<file path="src/sv/cbt_pkg.sv">
// ----------------------------------------------------------------------------
// cbt_pkg
// Shared types and constants for the counted bit table with max pop.
// ----------------------------------------------------------------------------
package cbt_pkg;

    // Default table geometry
    localparam int ENTRIES_DEF    = 64;
    localparam int COUNT_BITS_DEF = 16;

    // Fixed field widths of the stream items
    localparam int CMD_W   = 4;
    localparam int IDX_W   = 6;
    localparam int CNT_W   = 16;
    localparam int SMALL_W = 7;
    localparam int IN_W    = 16;
    localparam int OUT_W   = 40;

    // Command codes; unassigned codes behave as query
    typedef enum logic [CMD_W-1:0] {
        CMD_SET       = 4'd0,
        CMD_RESET     = 4'd1,
        CMD_DEC       = 4'd2,
        CMD_FLIP      = 4'd3,
        CMD_SET_ALL   = 4'd4,
        CMD_RESET_ALL = 4'd5,
        CMD_DEC_ALL   = 4'd6,
        CMD_FLIP_ALL  = 4'd7,
        CMD_POP       = 4'd8,
        CMD_QUERY     = 4'd9
    } cmd_t;

    // Per-entry update applied during the modify sweep
    typedef enum logic [2:0] {
        OP_NONE,
        OP_SET,
        OP_RESET,
        OP_DEC,
        OP_FLIP
    } op_t;

    // Sequencer states
    typedef enum logic [2:0] {
        ST_CLEAR,
        ST_IDLE,
        ST_FIND,
        ST_MOD,
        ST_DONE
    } state_t;

    // Result handed from the sequencer to the output register
    typedef struct packed {
        logic               error;
        logic               any_set;
        logic [SMALL_W-1:0] first_set_index;
        logic [SMALL_W-1:0] set_bits_total;
        logic [SMALL_W-1:0] popped_index;
        logic [CNT_W-1:0]   count_at_index;
        logic               bit_at_index;
    } result_t;

endpackage

</file>
<file path="src/sv/counted_bit_table_max_pop.sv">
// ----------------------------------------------------------------------------
// counted_bit_table_max_pop
// Table of presence bits and saturating hit counts with whole-table commands
// and a pop of the largest count.
// ----------------------------------------------------------------------------
//  channel  | direction | contents
//  s_axis   | in        | command: cmd, index
//  m_axis   | out       | result: bit, count, popped, total, first, any, error
//
//  Each command runs one modify sweep through the table memory (one read
//  port, one write port), then a result state and an idle state; s_axis
//  takes no new command until the sequencer is back in idle. Pop adds a
//  search sweep for the largest count before the modify sweep.
//  After reset a clearing pass zeroes every entry before s_axis_tready.
//  A result held in the output register lets the next command start; the
//  sequencer waits at its end only while that register is full and undrained.
// ----------------------------------------------------------------------------
module counted_bit_table_max_pop #(
    parameter int ENTRIES    = cbt_pkg::ENTRIES_DEF,
    parameter int COUNT_BITS = cbt_pkg::COUNT_BITS_DEF
) (
    input  logic                       clk,
    input  logic                       rst_n,
    input  logic                       s_axis_tvalid,
    output logic                       s_axis_tready,
    // [3:0] cmd, [9:4] index, [15:10] zero
    input  logic [cbt_pkg::IN_W-1:0]   s_axis_tdata,
    output logic                       m_axis_tvalid,
    input  logic                       m_axis_tready,
    // [0] bit_at_index, [16:1] count_at_index, [23:17] popped_index,
    // [30:24] set_bits_total, [37:31] first_set_index, [38] any_set, [39] error
    output logic [cbt_pkg::OUT_W-1:0]  m_axis_tdata
);

    localparam int IW = $clog2(ENTRIES);

    logic                 rd_en;
    logic [IW-1:0]        rd_addr;
    logic [COUNT_BITS:0]  rd_data;
    logic                 wr_en;
    logic [IW-1:0]        wr_addr;
    logic [COUNT_BITS:0]  wr_data;
    logic                 res_valid;
    logic                 res_ready;
    cbt_pkg::result_t     res;
    logic                 out_valid_reg;
    cbt_pkg::result_t     out_data_reg;

    cbt_store #(
        .ENTRIES (ENTRIES),
        .WIDTH   (COUNT_BITS + 1)
    ) u_store (
        .clk     (clk),
        .rd_en   (rd_en),
        .rd_addr (rd_addr),
        .rd_data (rd_data),
        .wr_en   (wr_en),
        .wr_addr (wr_addr),
        .wr_data (wr_data)
    );

    cbt_ctrl #(
        .ENTRIES    (ENTRIES),
        .COUNT_BITS (COUNT_BITS)
    ) u_ctrl (
        .clk       (clk),
        .rst_n     (rst_n),
        .cmd_valid (s_axis_tvalid),
        .cmd_ready (s_axis_tready),
        .cmd       (s_axis_tdata[3:0]),
        .index     (s_axis_tdata[9:4]),
        .rd_en     (rd_en),
        .rd_addr   (rd_addr),
        .rd_data   (rd_data),
        .wr_en     (wr_en),
        .wr_addr   (wr_addr),
        .wr_data   (wr_data),
        .res_valid (res_valid),
        .res_ready (res_ready),
        .res       (res)
    );

    // Load the output register when it is empty or being drained
    assign res_ready = !out_valid_reg || m_axis_tready;

    always_ff @(posedge clk or negedge rst_n)
    begin
        if (!rst_n)
        begin
            out_valid_reg <= 1'b0;
        end
        else if (res_ready)
        begin
            out_valid_reg <= res_valid;
        end
    end

    always_ff @(posedge clk)
    begin
        if (res_ready && res_valid)
        begin
            out_data_reg <= res;
        end
    end

    assign m_axis_tvalid = out_valid_reg;
    assign m_axis_tdata  = out_data_reg;

endmodule

</file>
<file path="src/sv/cbt_store.sv">
// ----------------------------------------------------------------------------
// cbt_store
// Table memory: one synchronous read port, one write port, registered read.
// ----------------------------------------------------------------------------
module cbt_store #(
    parameter int ENTRIES = cbt_pkg::ENTRIES_DEF,
    parameter int WIDTH   = cbt_pkg::COUNT_BITS_DEF + 1
) (
    input  logic                       clk,
    input  logic                       rd_en,
    input  logic [$clog2(ENTRIES)-1:0] rd_addr,
    output logic [WIDTH-1:0]           rd_data,
    input  logic                       wr_en,
    input  logic [$clog2(ENTRIES)-1:0] wr_addr,
    input  logic [WIDTH-1:0]           wr_data
);

    logic [WIDTH-1:0] mem [ENTRIES];

    // Write port
    always_ff @(posedge clk)
    begin
        if (wr_en)
        begin
            mem[wr_addr] <= wr_data;
        end
    end

    // Read port, registered
    always_ff @(posedge clk)
    begin
        if (rd_en)
        begin
            rd_data <= mem[rd_addr];
        end
    end

endmodule

</file>
<file path="src/sv/cbt_ctrl.sv">
// ----------------------------------------------------------------------------
// cbt_ctrl
// Sweep sequencer: clears the table after reset, finds the pop target and
// runs a read-modify-write pass over every entry while it gathers the summary.
// ----------------------------------------------------------------------------
module cbt_ctrl #(
    parameter int ENTRIES    = cbt_pkg::ENTRIES_DEF,
    parameter int COUNT_BITS = cbt_pkg::COUNT_BITS_DEF
) (
    input  logic                          clk,
    input  logic                          rst_n,
    // command side
    input  logic                          cmd_valid,
    output logic                          cmd_ready,
    input  logic [cbt_pkg::CMD_W-1:0]     cmd,
    input  logic [cbt_pkg::IDX_W-1:0]     index,
    // table memory
    output logic                          rd_en,
    output logic [$clog2(ENTRIES)-1:0]    rd_addr,
    input  logic [COUNT_BITS:0]           rd_data,
    output logic                          wr_en,
    output logic [$clog2(ENTRIES)-1:0]    wr_addr,
    output logic [COUNT_BITS:0]           wr_data,
    // result side
    output logic                          res_valid,
    input  logic                          res_ready,
    output cbt_pkg::result_t              res
);

    localparam int IW = $clog2(ENTRIES);
    localparam int CW = $clog2(ENTRIES + 1);
    localparam logic [COUNT_BITS-1:0] CMAX = '1;

    cbt_pkg::state_t state_reg, state_next;

    logic [CW-1:0]             cnt_reg, cnt_next;
    logic                      pv_reg;
    logic [IW-1:0]             pa_reg;
    cbt_pkg::cmd_t             cmd_reg;
    logic [cbt_pkg::IDX_W-1:0] idx_reg;
    logic [COUNT_BITS-1:0]     best_cnt_reg, best_cnt_next;
    logic [IW-1:0]             best_idx_reg, best_idx_next;
    logic [CW-1:0]             total_reg, total_next;
    logic [CW-1:0]             first_reg, first_next;
    logic                      rep_bit_reg, rep_bit_next;
    logic [COUNT_BITS-1:0]     rep_cnt_reg, rep_cnt_next;

    logic                  sweep_last;
    logic                  in_range;
    logic                  is_whole;
    logic                  is_single;
    logic                  is_pop;
    logic                  pop_hit;
    logic                  rep_valid;
    logic [IW-1:0]         rep_addr;
    logic                  rd_bit;
    logic [COUNT_BITS-1:0] rd_cnt;
    cbt_pkg::op_t          base_op;
    cbt_pkg::op_t          op;
    logic                  new_bit;
    logic [COUNT_BITS-1:0] new_cnt;

    // Decode the held command
    always_comb
    begin
        in_range  = 32'(idx_reg) < ENTRIES;
        is_whole  = 1'b0;
        is_single = 1'b0;
        is_pop    = 1'b0;
        base_op   = cbt_pkg::OP_NONE;
        case (cmd_reg)
            cbt_pkg::CMD_SET:       begin is_single = 1'b1; base_op = cbt_pkg::OP_SET;   end
            cbt_pkg::CMD_RESET:     begin is_single = 1'b1; base_op = cbt_pkg::OP_RESET; end
            cbt_pkg::CMD_DEC:       begin is_single = 1'b1; base_op = cbt_pkg::OP_DEC;   end
            cbt_pkg::CMD_FLIP:      begin is_single = 1'b1; base_op = cbt_pkg::OP_FLIP;  end
            cbt_pkg::CMD_SET_ALL:   begin is_whole  = 1'b1; base_op = cbt_pkg::OP_SET;   end
            cbt_pkg::CMD_RESET_ALL: begin is_whole  = 1'b1; base_op = cbt_pkg::OP_RESET; end
            cbt_pkg::CMD_DEC_ALL:   begin is_whole  = 1'b1; base_op = cbt_pkg::OP_DEC;   end
            cbt_pkg::CMD_FLIP_ALL:  begin is_whole  = 1'b1; base_op = cbt_pkg::OP_FLIP;  end
            cbt_pkg::CMD_POP:       begin is_pop    = 1'b1; base_op = cbt_pkg::OP_DEC;   end
            default:                begin base_op = cbt_pkg::OP_NONE; end
        endcase
        pop_hit   = best_cnt_reg != '0;
        rep_valid = is_pop ? pop_hit : in_range;
        rep_addr  = is_pop ? best_idx_reg : IW'(idx_reg);
    end

    // Split the read word and pick the update for the entry coming back
    always_comb
    begin
        rd_bit     = rd_data[COUNT_BITS];
        rd_cnt     = rd_data[COUNT_BITS-1:0];
        sweep_last = pv_reg && (pa_reg == IW'(ENTRIES - 1));
        op         = cbt_pkg::OP_NONE;
        if (is_whole)
        begin
            op = base_op;
        end
        else if (is_single && in_range && (32'(pa_reg) == 32'(idx_reg)))
        begin
            op = base_op;
        end
        else if (is_pop && pop_hit && (pa_reg == best_idx_reg))
        begin
            op = base_op;
        end
    end

    // Entry update rules
    always_comb
    begin
        new_bit = rd_bit;
        new_cnt = rd_cnt;
        case (op)
            cbt_pkg::OP_SET:
            begin
                new_bit = 1'b1;
                new_cnt = (rd_cnt == CMAX) ? rd_cnt : rd_cnt + 1'b1;
            end
            cbt_pkg::OP_RESET:
            begin
                new_bit = 1'b0;
                new_cnt = '0;
            end
            cbt_pkg::OP_DEC:
            begin
                if (rd_cnt != '0)
                begin
                    new_cnt = rd_cnt - 1'b1;
                    new_bit = (rd_cnt == COUNT_BITS'(1)) ? 1'b0 : rd_bit;
                end
            end
            cbt_pkg::OP_FLIP:
            begin
                new_bit = ~rd_bit;
            end
            default:
            begin
                new_bit = rd_bit;
            end
        endcase
    end

    // Next state
    always_comb
    begin
        state_next = state_reg;
        case (state_reg)
            cbt_pkg::ST_CLEAR:
                if (cnt_reg[IW-1:0] == IW'(ENTRIES - 1))
                    state_next = cbt_pkg::ST_IDLE;
            cbt_pkg::ST_IDLE:
                if (cmd_valid)
                    state_next = (cmd == cbt_pkg::CMD_POP) ? cbt_pkg::ST_FIND
                                                           : cbt_pkg::ST_MOD;
            cbt_pkg::ST_FIND:
                if (sweep_last)
                    state_next = cbt_pkg::ST_MOD;
            cbt_pkg::ST_MOD:
                if (sweep_last)
                    state_next = cbt_pkg::ST_DONE;
            cbt_pkg::ST_DONE:
                if (res_ready)
                    state_next = cbt_pkg::ST_IDLE;
            default:
                state_next = cbt_pkg::ST_CLEAR;
        endcase
    end

    // Outputs of the sequencer
    always_comb
    begin
        cmd_ready = 1'b0;
        res_valid = 1'b0;
        rd_en     = 1'b0;
        wr_en     = 1'b0;
        wr_addr   = pa_reg;
        wr_data   = {new_bit, new_cnt};
        rd_addr   = cnt_reg[IW-1:0];
        case (state_reg)
            cbt_pkg::ST_CLEAR:
            begin
                wr_en   = 1'b1;
                wr_addr = cnt_reg[IW-1:0];
                wr_data = '0;
            end
            cbt_pkg::ST_IDLE:
                cmd_ready = 1'b1;
            cbt_pkg::ST_FIND:
                rd_en = cnt_reg < CW'(ENTRIES);
            cbt_pkg::ST_MOD:
            begin
                rd_en = cnt_reg < CW'(ENTRIES);
                wr_en = pv_reg && (op != cbt_pkg::OP_NONE);
            end
            cbt_pkg::ST_DONE:
                res_valid = 1'b1;
            default:
                cmd_ready = 1'b0;
        endcase
    end

    // Sweep counter and accumulators
    always_comb
    begin
        cnt_next      = cnt_reg;
        best_cnt_next = best_cnt_reg;
        best_idx_next = best_idx_reg;
        total_next    = total_reg;
        first_next    = first_reg;
        rep_bit_next  = rep_bit_reg;
        rep_cnt_next  = rep_cnt_reg;
        case (state_reg)
            cbt_pkg::ST_CLEAR:
                cnt_next = cnt_reg + 1'b1;
            cbt_pkg::ST_IDLE:
            begin
                cnt_next      = '0;
                best_cnt_next = '0;
                best_idx_next = '0;
                total_next    = '0;
                first_next    = CW'(ENTRIES);
                rep_bit_next  = 1'b0;
                rep_cnt_next  = '0;
            end
            cbt_pkg::ST_FIND:
            begin
                if (rd_en)
                    cnt_next = cnt_reg + 1'b1;
                if (pv_reg && (rd_cnt > best_cnt_reg))
                begin
                    best_cnt_next = rd_cnt;
                    best_idx_next = pa_reg;
                end
                if (sweep_last)
                    cnt_next = '0;
            end
            cbt_pkg::ST_MOD:
            begin
                if (rd_en)
                    cnt_next = cnt_reg + 1'b1;
                if (pv_reg)
                begin
                    total_next = total_reg + CW'(new_bit);
                    if (new_bit && (first_reg == CW'(ENTRIES)))
                        first_next = CW'(pa_reg);
                    if (rep_valid && (pa_reg == rep_addr))
                    begin
                        rep_bit_next = new_bit;
                        rep_cnt_next = new_cnt;
                    end
                end
            end
            default:
                cnt_next = cnt_reg;
        endcase
    end

    // Control registers
    always_ff @(posedge clk or negedge rst_n)
    begin
        if (!rst_n)
        begin
            state_reg <= cbt_pkg::ST_CLEAR;
            cnt_reg   <= '0;
            pv_reg    <= 1'b0;
        end
        else
        begin
            state_reg <= state_next;
            cnt_reg   <= cnt_next;
            pv_reg    <= rd_en;
        end
    end

    // Payload registers
    always_ff @(posedge clk)
    begin
        pa_reg       <= cnt_reg[IW-1:0];
        best_cnt_reg <= best_cnt_next;
        best_idx_reg <= best_idx_next;
        total_reg    <= total_next;
        first_reg    <= first_next;
        rep_bit_reg  <= rep_bit_next;
        rep_cnt_reg  <= rep_cnt_next;
        if (cmd_ready && cmd_valid)
        begin
            cmd_reg <= cbt_pkg::cmd_t'(cmd);
            idx_reg <= index;
        end
    end

    // Assemble the result
    always_comb
    begin
        res.bit_at_index    = rep_bit_reg;
        res.count_at_index  = cbt_pkg::CNT_W'(rep_cnt_reg);
        res.popped_index    = (is_pop && pop_hit) ? cbt_pkg::SMALL_W'(best_idx_reg)
                                                  : cbt_pkg::SMALL_W'(ENTRIES);
        res.set_bits_total  = cbt_pkg::SMALL_W'(total_reg);
        res.first_set_index = cbt_pkg::SMALL_W'(first_reg);
        res.any_set         = total_reg != '0;
        res.error           = !is_whole && !is_pop && !in_range;
    end

endmodule
</file>
<file path="config.mk">
export PLATFORM = sky130hd
export DESIGN_NAME = counted_bit_table_max_pop
export DESIGN_NICKNAME = d
export VERILOG_FILES = /design/src/sv/cbt_pkg.sv /design/src/sv/counted_bit_table_max_pop.sv /design/src/sv/cbt_store.sv /design/src/sv/cbt_ctrl.sv
export SDC_FILE = /design/constraint.sdc
export NUM_CORES = 1
export LEC_CHECK = 0
export BUFFER_PORTS_ARGS = -buffer_cell sky130_fd_sc_hd__clkbuf_2
export CAP_MARGIN = 20
export CORE_MARGIN = 8
export CORE_UTILIZATION = 50
export CTS_BUF_LIST = sky130_fd_sc_hd__clkbuf_8
export DETAILED_ROUTE_END_ITERATION = 12
export PLACE_DENSITY = 0.72
export SYNTH_ARGS = -nofsm -noshare
export SYNTH_HDL_FRONTEND = slang
export SYNTH_SLANG_ARGS = --single-unit
</file>
<file path="constraint.sdc">
create_clock -name clk -period 7.3 [get_ports clk]
set_input_delay 0.365 -clock clk [delete_from_list [all_inputs] [get_ports clk]]
set_output_delay 0.365 -clock clk [all_outputs]
set_load 0.01 [all_outputs]
</file>
# After elaboration in Yosys (flattened, before gate mapping)
# Memory sizes are Yosys's and may differ from the RTL's. A register that Yosys moved wholly into a read port is not among the register bits.
# Cells that the tools add are included.
# totals
reg_bits	120
ram_bits	1088
in_bits	20
output_inout_bits	42
wordCells	144
memories	1
# mem_list
memory	words	word_bits	rd	rd_clocked_by_memory_dff	write_ports	line_no	source
u_store.mem	64	17	1	1	1	cbt_store.sv:18	logic [WIDTH-1:0] mem [ENTRIES];
# classes
add_sub_neg	4
magnitude_cmp	2
n_eq_ne	34
mux	49
n_bitwise	1
reduce_logical	33
# op_table
operator	count
two-way mux 16 bit	5
one-hot mux 16 bit (2 select lines)	2
one-hot mux 16 bit (3 select lines)	1
two-way mux 7 bit	6
nonzero test 16 bit	2
one-hot mux 7 bit (2 select lines)	2
one-hot mux 7 bit (4 select lines)	1
two-way mux 3 bit	8
== test 6 bit	3
two-way mux 6 bit	3
two-way mux 17 bit	1
adder 16 x 1 -> 16 bit (second input constant)	1
== test 16 x 1 -> 1 bit (second input constant)	1
== test 16 bit (second input constant)	1
== test 4 x 3 -> 1 bit (second input constant)	4
> comparator 16 bit	1
subtractor 16 x 1 -> 16 bit (second input constant)	1
one-hot mux 3 bit (5 select lines)	1
two-way mux 1 bit	14
!= test 2 x 1 -> 1 bit (second input constant)	7
== test 3 x 2 -> 1 bit (second input constant)	4
== test 6 bit (second input constant)	2
one-hot mux 3 bit (4 select lines)	1
one-hot mux 6 bit (2 select lines)	1
other kinds (28)	50

# Depth between registers and ports, before layout
# depth
depth_word	13
mapped_depth	12
depth_no_buf	12

# Modules after synthesis
# A second synthesis with hierarchy kept.
# unflattened
cells_unflattened	2553
hier_area_um2	49085.8
# by_module_without_submodules
mod	instances	cells_per_inst	area_each_um2	seq_area_each_um2
cbt_store	1	1953	42514.5	33181.8
cbt_ctrl	1	556	5316.3	2287.2
counted_bit_table_max_pop	1	44	1255.0	1226.2

# Worst setup path after synthesis
# Ideal clock, no wire load.
# synth_timing
path_type	register to register
startpoint	register u_ctrl.pa_reg[3]
endpoint	memory u_store.mem[0][0] in the netlist's numbering, data pin
setup_time_ns	0.740
t_arrival_ns	4.471
required_time_ns	6.560
setup_slack_ns	2.089
path_stages_with_launch	9
n_path_buf	3
period_less_slack_ns	5.211
path_cell_list	dfxtp_1 buf_2 xor2_1 nor4_4 a22o_1 buf_2 buf_1 a21oi_1 a221oi_1
# synth_between
elab_chain_cells	8
elab_cells_between_ends	12
cone_classes	eq/ne (5); mux (5); reduce/logical (2)
# synth_lines
item	line_no	source
start, declared	cbt_ctrl.sv:38	logic [IW-1:0] pa_reg;
start signal, assigned	cbt_ctrl.sv:279	pa_reg <= cnt_reg[IW-1:0];
== test 6 bit	cbt_ctrl.sv:103	else if (is_pop && pop_hit && (pa_reg == best_idx_reg))
logical AND 1 bit	cbt_ctrl.sv:103	
two-way mux 3 bit	cbt_ctrl.sv:103	
two-way mux 3 bit *	cbt_ctrl.sv:99	else if (is_single && in_range && (32'(pa_reg) == 32'(idx_reg)))
two-way mux 3 bit *	cbt_ctrl.sv:95	if (is_whole)
== test 3 x 2 -> 1 bit or == test 3 x 1 -> 1 bit (tied branches)	cbt_ctrl.sv:114	case (op)
one-hot mux 16 bit (3 select lines) *	cbt_ctrl.sv:114	
two-way mux 17 bit *	cbt_ctrl.sv:180	case (state_reg)
net u_ctrl.wr_data[0]	cbt_ctrl.sv:23	output logic [COUNT_BITS:0] wr_data,
end, declared	cbt_store.sv:18	
# Mark *: on every way through the listed nets, which the timed path passes. The rest lies on a longest branch.

# Worst setup path in the final report
# layout_timing
startpoint	register u_ctrl.pa_reg[0]
endpoint	memory u_store.mem[53][9] in the netlist's numbering, data pin
# Same word-level chain as after synthesis.

==> results.ini <==
[setup_path]
r2r_cells=8
crit_buf_inv=1
cpPeakStageDelay_ns=0.72
r2r_start=u_ctrl.pa_reg[0]
path_cells=xor2_1, nor4b_1, a22o_1, a41o_1, or2_1, a32oi_1, nor2_4, buf_4
rrSetupSlack_ns=3.29
crit_arrival_ns=4.60
path_delay_family=compound AO/OA/AOI/OAI gates
worstSetupPathType=register to register
critPathMaxFanout=33
critPathSlowestCell=a22o_1
end_kind=register
r2r-end=u_store.mem[53][9]
cp-start-kind=register
cp_data_required_time_ns=7.89

[finish]
largest_reg_flops=1088
stdcell_count=3913
top_register=u_store.mem
fillCellCount=7034
drive_above_1_share=0.295
area_growth_pct=12.2
postLayoutCellArea_mm2=0.0544
postLayoutCoreUtil=0.564
nets=2522

[global_routing]
grt_max_degree=152
track_usage=0.201
grt_pass1_vias=24200
busiest_layer=met2
grt-ovfl-total=0
grt_use_met3=0.0404
use_met2=0.328
grt_first_pass_wirelength_um=160000
antenna_found_initial=3
gr-usage-met1=0.274

[synth]
ys_types=72
avgSynthCellArea_um2=21.6
yosysMostFrequentCell=edfxtp_1
synth_top_area_share=0.747
yosys.area.top_type=edfxtp_1
syn_nets=2289
seq_area_frac_synth=0.756
yosys_warnings=0
synth-main-ff-cell=edfxtp_1
synth_commonest_cells=edfxtp_1, mux4_2, nor2_1
synth-edff-count=1207
synth.area.top_cells=edfxtp_1, mux4_2, nor2_1
syn-cell-area_mm2=0.0485
async_reset_ff_frac=0.00980
ys_ff_latch=1225
synthCells=2247

[floorplan]
die_area_mm2=0.107
std_cell_rows=114
start_util=0.503
boundaryPins=62
core_area_mm2=0.0964
dieHeight_um=327
die_x_um=327

[cts]
clk_latency_ns=0.82
post_cts_buffers=0
cts_tree=built
clk_pin_slew_worst_paths_ns=0.06
cts.sinks=1225
htreeDepth=4
root_buffer=clkbuf_8
cts_buffers=187
cts_buffer_depth=3

[placement]
dp_slack_ns=2.75
portBuffers=54
gp_congestion=0.872
dp_hpwl_um=62600
dpl.cell_count=3546
place_area_mm2=0.0507

[hold_path]
whs_endpoint=u_ctrl.idx_reg[3]
holdPathStages=2
min-delay-start=s_axis_tdata[7]
hold_path.class=input port to register

[power_and_ir_drop]
total_power_mw=21.6
p_leak_nw=17.4
ir_worst_vdd_v=0.000299
p_per_area_mw_per_mm2=397

[run]
maxCapViolations=0

[timing]
fin_crit_sh=0.549
min_period_ns=4.01
skew_ns=0.0394
fin_ws_ns=3.29
setup_tns_ns=0
hold_violations=0
tightestPinTransition_ns=1.14
finalSetupViolations=0
rsz0062_at_grt=false
slew_headroom=0.231
holdWs_ns=0.288
maxSlewViolCount=0
fmax_mhz=250

[run_status]
status=finished, final reports clean

[drt]
drc=0
drt_first_pass_iters=7
ant_nets=0
drtIter0Drc=2680
viasPerCell=6.08
postRouteWirelength_um=108000
wire_per_inst_um=27.7
via_count=23800

-- cells by family after synthesis --
logic type                 share of synthesized area
buffers and inverters                         0.0141
and+or+nand+nor                               0.0353
muxes                                          0.168
xor gates and xnor gates                     0.00506
adders and majority gates                    0.00567
other                                      0.0000773
AOI/OAI and AO/OA                             0.0156
DFF                                            0.756
-- placed cells by master, fill, tap and decap left out, drive strengths merged, types with 8 or more instances in the layout --
| master | n |
|---|---|
| edfxtp | 1207 |
| mux4 | 357 |
| clkbuf | 243 |
| nor2 | 127 |
| inv | 101 |
| buf | 96 |
| clkinv | 70 |
| nand2 | 52 |
| and2 | 36 |
| nor3 | 28 |
| nand3 | 23 |
| a21oi | 23 |
| ha | 22 |
| xor2 | 19 |
| o21ai | 19 |
| dlygate4sd3 | 14 |
| nor4 | 14 |
| nand4 | 13 |
| and3 | 13 |
| mux2i | 12 |
| dfrtp | 12 |
| a31oi | 10 |
| xnor2 | 9 |
| nand2b | 8 |
-- what timing repair did --
item	4_1_cts	5_1_grt
hold endpoints to repair	26	0
gates resized for setup	0	0
hold buffers	14	0
-- layout make-up --
| cell class | count | area (um2) | share of cell area |
|---|---|---|---|
| Clock buffer | 188 | 2590 | 0.0476 |
| Antenna cell | 4 | 10.0 | 0.000184 |
| Multi-Input combinational cell | 875 | 11300 | 0.208 |
| Tap cell | 1276 | 1600 | 0.0293 |
| Clock inverter | 154 | 867 | 0.0159 |
| Inverter | 26 | 97.6 | 0.00179 |
| Sequential cell | 1225 | 36700 | 0.674 |
| Timing Repair Buffer | 165 | 1250 | 0.0230 |
-- per-layer routing --
layer | part of all wire | routed length [um]
met1 | 0.39 | 42400
met2 | 0.49 | 53400
met3 | 0.087 | 9460
met4 | 0.029 | 3130
met5 | 0 | 0
-- worst max path at each step --
stage | to | from | slack [ns] | cells past startpoint
3_5_place_dp | u_store.mem[46][10] | u_ctrl.cmd_reg[1] | 2.75 | 6
6_report | u_store.mem[53][9] | u_ctrl.pa_reg[0] | 3.29 | 8
4_1_cts | u_store.mem[48][10] | u_ctrl.cmd_reg[1] | 2.72 | 6
3_3_place_gp | u_store.mem[38][12] | u_ctrl.cmd_reg[1] | 2.86 | 6
2_1_floorplan | u_store.mem[0][0] | u_ctrl.pa_reg[3] | 2.09 | 8
5_1_grt | u_store.mem[61][9] | u_ctrl.pa_reg[0] | 3.09 | 8
-- power by group --
| part | switching [mW] | leakage (nW) | internal (mW) |
|---|---|---|---|
| Combinational | 3.91 | 4.27 | 2.54 |
| Sequential | 0.542 | 11.1 | 9.42 |
| Clock | 2.58 | 2.01 | 2.63 |
(Power assumes the default switching activity.)
